===== src/design/plbook_pkg.sv =====
// plbook_pkg: types and constants shared by the price level book modules
// no dependencies
`timescale 1ns / 1ps

package plbook_pkg;

    // item field widths
    localparam int LEVEL_W    = 12;
    localparam int QTY_W      = 32;
    localparam int CSUM_W     = 64;

    // stream packing
    localparam int IN_TDATA_W = 48;  // price_level, quantity, zero fill
    localparam int IN_TUSER_W = 3;   // req_type, book_side, clear_level
    localparam int OUT_TDATA_W = 64; // book_checksum

    localparam int TU_REQ   = 0;
    localparam int TU_SIDE  = 1;
    localparam int TU_CLR   = 2;
    localparam int TD_LEVEL_LO = 0;
    localparam int TD_QTY_LO   = 12;

    // request kinds and book sides
    localparam logic REQ_UPDATE   = 1'b0;
    localparam logic REQ_CHECKSUM = 1'b1;
    localparam logic SIDE_BID     = 1'b0;
    localparam logic SIDE_ASK     = 1'b1;

    typedef enum logic [2:0] {
        ST_CLEAR,
        ST_IDLE,
        ST_UPD_WR,
        ST_SUM_RUN,
        ST_SUM_DRAIN,
        ST_SUM_DONE
    } ctrl_state_t;

    typedef struct packed {
        logic take_item;   // latch update fields, read at the item's level
        logic scan_start;  // clear accumulator and level counter
        logic clear_step;  // write zero to both tables at the counter
        logic scan_step;   // read both tables at the counter
        logic upd_write;   // write the updated level back
        logic out_load;    // move the sum into the output register
    } cmd_t;

    typedef struct packed {
        logic cnt_last;
        logic pipe_busy;
        logic out_free;
    } sts_t;

endpackage


===== src/design/plbook_ctrl.sv =====
// plbook_ctrl: sequencer for table clearing, level updates and checksum scans
// depends on plbook_pkg
`timescale 1ns / 1ps

module plbook_ctrl (
    input  logic              clk,
    input  logic              rst_n,
    input  logic              in_valid,
    input  logic              in_req,
    input  plbook_pkg::sts_t  sts,
    output logic              in_ready,
    output plbook_pkg::cmd_t  cmd
);

    plbook_pkg::ctrl_state_t state_reg;
    plbook_pkg::ctrl_state_t state_next;

    always_ff @(posedge clk or negedge rst_n)
    begin
        if (!rst_n)
        begin
            state_reg <= plbook_pkg::ST_CLEAR;
        end
        else
        begin
            state_reg <= state_next;
        end
    end

    always_comb
    begin
        state_next = state_reg;
        unique case (state_reg)
            plbook_pkg::ST_CLEAR:
            begin
                if (sts.cnt_last)
                begin
                    state_next = plbook_pkg::ST_IDLE;
                end
            end
            plbook_pkg::ST_IDLE:
            begin
                if (in_valid)
                begin
                    state_next = (in_req == plbook_pkg::REQ_CHECKSUM) ?
                                 plbook_pkg::ST_SUM_RUN : plbook_pkg::ST_UPD_WR;
                end
            end
            plbook_pkg::ST_UPD_WR:
            begin
                state_next = plbook_pkg::ST_IDLE;
            end
            plbook_pkg::ST_SUM_RUN:
            begin
                if (sts.cnt_last)
                begin
                    state_next = plbook_pkg::ST_SUM_DRAIN;
                end
            end
            plbook_pkg::ST_SUM_DRAIN:
            begin
                if (!sts.pipe_busy)
                begin
                    state_next = plbook_pkg::ST_SUM_DONE;
                end
            end
            plbook_pkg::ST_SUM_DONE:
            begin
                if (sts.out_free)
                begin
                    state_next = plbook_pkg::ST_IDLE;
                end
            end
            default:
            begin
                state_next = plbook_pkg::ST_CLEAR;
            end
        endcase
    end

    always_comb
    begin
        cmd      = '0;
        in_ready = 1'b0;
        unique case (state_reg)
            plbook_pkg::ST_CLEAR:
            begin
                cmd.clear_step = 1'b1;
            end
            plbook_pkg::ST_IDLE:
            begin
                in_ready       = 1'b1;
                cmd.take_item  = in_valid;
                cmd.scan_start = in_valid && (in_req == plbook_pkg::REQ_CHECKSUM);
            end
            plbook_pkg::ST_UPD_WR:
            begin
                cmd.upd_write = 1'b1;
            end
            plbook_pkg::ST_SUM_RUN:
            begin
                cmd.scan_step = 1'b1;
            end
            plbook_pkg::ST_SUM_DRAIN:
            begin
                cmd = '0;
            end
            plbook_pkg::ST_SUM_DONE:
            begin
                cmd.out_load = sts.out_free;
            end
            default:
            begin
                cmd = '0;
            end
        endcase
    end

endmodule


===== config.mk =====
export PLATFORM = sky130hd
export DESIGN_NAME = plbook_ctrl
export DESIGN_NICKNAME = d
export VERILOG_FILES = /design/src/design/plbook_pkg.sv /design/src/design/plbook_ctrl.sv
export SDC_FILE = /design/constraint.sdc
export NUM_CORES = 1
export LEC_CHECK = 0
export BUFFER_PORTS_ARGS = -buffer_cell sky130_fd_sc_hd__buf_2
export CAP_MARGIN = 20
export CORE_AREA = 5 5 42 44
export DETAILED_ROUTE_END_ITERATION = 7
export DIE_AREA = 0 0 47 49
export SLEW_MARGIN = 25
export SYNTH_ARGS = -nofsm -noshare
export SYNTH_HDL_FRONTEND = slang
export SYNTH_SLANG_ARGS = --single-unit
export TNS_END_PERCENT = 50

===== constraint.sdc =====
create_clock -name clk -period 1.7 [get_ports clk]
set_input_delay 0.085 -clock clk [delete_from_list [all_inputs] [get_ports clk]]
set_output_delay 0.085 -clock clk [all_outputs]
set_load 0.03 [all_outputs]

==> metrics.md <==
| Metric | Value |
|---|---|
| Worst slew margin | `0.798` |
| Footprint of the multi-input gates | `151 um^2` |
| Main synth FF type | `dfrtp_1` |
| Final setup fails | `0` |
| Fill cells | `166` |
| Layout area overhead | `40.4%` |
| Final instance area | `348 um^2` |
| Seq/Total Area, Yosys | `0.303` |
| Routed WL | `581 um` |
| Worst clock skew | `0.00159 ns` |
| Avg Cell Area, Syn | `8.85 um^2` |
| Top cells by area, synth | `dfrtp_1, a21o_1, buf_4` |
| Hold crit path type | `input pin to flip-flop` |
| Max FFs per register | `3` |
| Synth area leader | `dfrtp_1` |
| Reg area | `75.1 um^2` |
| Post-synth top cells | `dfrtp_1, nor2_1, a21o_1, buf_4, nor3b_1` |
| Initial Util | `0.177` |
| Die Wd | `47 um` |
| Final TNS setup | `0 ns` |
| Cell area after synthesis | `248 um^2` |
| Die area | `2300 um^2` |
| Crit share post-route | `0.835` |
| Vias per cell | `4.24` |
| Worst vdd ir | `0.610 mV` |
| CTS hold repair buffers | `1` |
| Worst Max-Slew Pin Slew | `0.304 ns` |
| Proportion of layout cells with a drive suffix above 1 | `0.419` |
| Post-synthesis cell count | `28` |
| DRT antenna net count | `0` |
| FF+latch count, synth | `3` |
| Final HPWL DP | `464 um` |
| RSZ-0062 raised after global routing | `no` |
| Final hold violation count | `0` |
| Ant. Diodes | `0` |
| Netlist cell types | `21` |
| Max stage delay on crit path | `0.48 ns` |
| H-tree Lvls | `1` |
| Clock Latency Late Sink | `0.23 ns` |
| CTS tree | `done` |
| Slew Limit Fails | `0` |
| Async SR Flop Fraction | `1.00` |
| Nets | `51` |
| # rows | `14` |
| Reg2Reg Depth | `3` |
| Outcome | `finished, final reports clean` |
| Avg WL per Cell | `9.85 um` |
| Top cell type's share of synthesized area | `0.303` |
| Number of enable flip-flop cells after synthesis | `0` |
| Vias in the first global route | `233` |
| Via count | `250` |
| Num CTS Buffers | `3` |
| Static Leak | `0.000192 uW` |
| Port bufs | `13` |
| Critical-path cell list | `nor3b_2 > and2_1 > buf_2` |
| Max cap viols | `0` |
| Crit start category | `flip-flop` |
| Drt first pass iters | `1` |
| Gr usage total | `0.0628` |
| Core area | `1400 um^2` |
| Clock period minus worst slack | `1.42 ns` |
| Fmax | `704 MHz` |
| Min-Delay Path Depth | `2` |
| First-pass GRT wire length | `1000 um` |
| Post-DP Area | `312 um^2` |
| Yosys warns | `0` |
| Clk buf depth | `2` |
| Crit end category | `output pin` |
| Critical Path AT | `1.33 ns` |
| # DRC | `0` |
| Die Span Y | `49 um` |
| Worst-path clk slew | `0.04 ns` |
| Post_cts resized | `0` |
| CP required | `1.62 ns` |
| Crit path max-delay cell type | `dfrtp_1` |
| Clk root buf | `clkbuf_4` |
| Initial DRC Count | `0` |
| Initial antenna violation count | `0` |
| Pwr dens | `2080 nW/um^2` |
| Syn_nets | `35` |
| Total clock sinks | `3` |
| Peak fanout along the critical path | `10` |
| Placer's final routability congestion estimate | `0.650` |
| Largest net degree at the start of global routing | `12` |
| CP Class | `flip-flop to output pin` |
| Setup bufs post-CTS | `0` |
| I/O pins | `14` |
| Total grt overflow | `0` |
layout make-up:
| type | instances | area share |
|---|---|---|
| flip-flops and latches | 3 | 0.216 |
| repair buffers | 14 | 0.216 |
| well taps | 16 | 0.0576 |
| multi-input cells | 22 | 0.435 |
| clock buffers | 4 | 0.0755 |
where the power goes:
part | leakage, uW | switching (uW) | internal (uW)
Sequential | 0.0000370 | 80.4 | 105
Clock | 0.0000150 | 34.1 | 87.8
Combinational | 0.000140 | 242 | 175
through the flow:
step	worst slack [ns]	util	total power [uW]	instances	hold WS, ns
after floorplan	0.130	-	548	28	-0.211
after global placement	0.361	0.222	603	54	-0.115
after detailed placement	0.338	0.222	605	54	-0.115
after CTS	0.246	0.248	739	59	0.120
after global routing	0.107	0.248	795	59	0.128
final	0.280	0.248	725	59	0.136
routing by layer:
layer / GRT usage / vias to the layer above / share of wire
met5: 0 / - / 0
met4: 0.0276 / 0 / 0
met3: 0.0554 / 0 / 0.12
met2: 0.0747 / 10 / 0.42
met1: 0.0773 / 109 / 0.46
li1: - / 131 / -
critical path: cells and delay by family (launching register included):
family	cells	cell delay (ns)
buf+inv	1	0.20
flops	1	0.48
simple gates	2	0.42
logic make-up (layout without fill, tap and decap cells):
logic type	count (synthesis)	count (layout)	share of synthesized area
AO/OA/AOI/OAI	7	7	0.197
buffers and inverters	3	18	0.106
flip-flops	3	3	0.303
multiplexers	1	1	0.0404
AND/OR/NAND/NOR	14	14	0.354
placed cells by master, fill, tap and decap left out:
master,synthesis,layout
a211o_1,1,1
a21o_1,2,2
a21oi_1,1,1
and2_1,1,1
and2_2,1,1
and2b_1,1,1
and3_1,1,1
and4bb_1,1,1
buf_2,0,13
clkbuf_1,0,1
clkbuf_4,0,3
dfrtp_1,3,3
dlygate4sd3_1,0,1
mux2i_1,1,1
nand2_1,1,1
nand2b_1,1,1
nor2_1,3,3
nor3_1,1,1
nor3b_1,2,1
nor3b_2,0,1
nor4_1,1,1
o21ai_0,1,1
o22a_1,1,1
o22ai_1,1,1
path summary, 6_finish.rpt:
| path | startpoint | to | slack, ns |
|---|---|---|---|
| setup / recovery | state_reg[0] | cmd[5] | 0.28 |
| hold / removal | sts[2] | state_reg[2] | 0.14 |
| setup reg to reg | state_reg[1] | state_reg[0] | 0.34 |
| hold reg to reg | state_reg[0] | state_reg[0] | 0.69 |
| max in group asynchronous | rst_n | state_reg[1] | 1.42 |
| min in group asynchronous | rst_n | state_reg[0] | 0.17 |
Note: power is estimated with default switching activity, not from simulation.
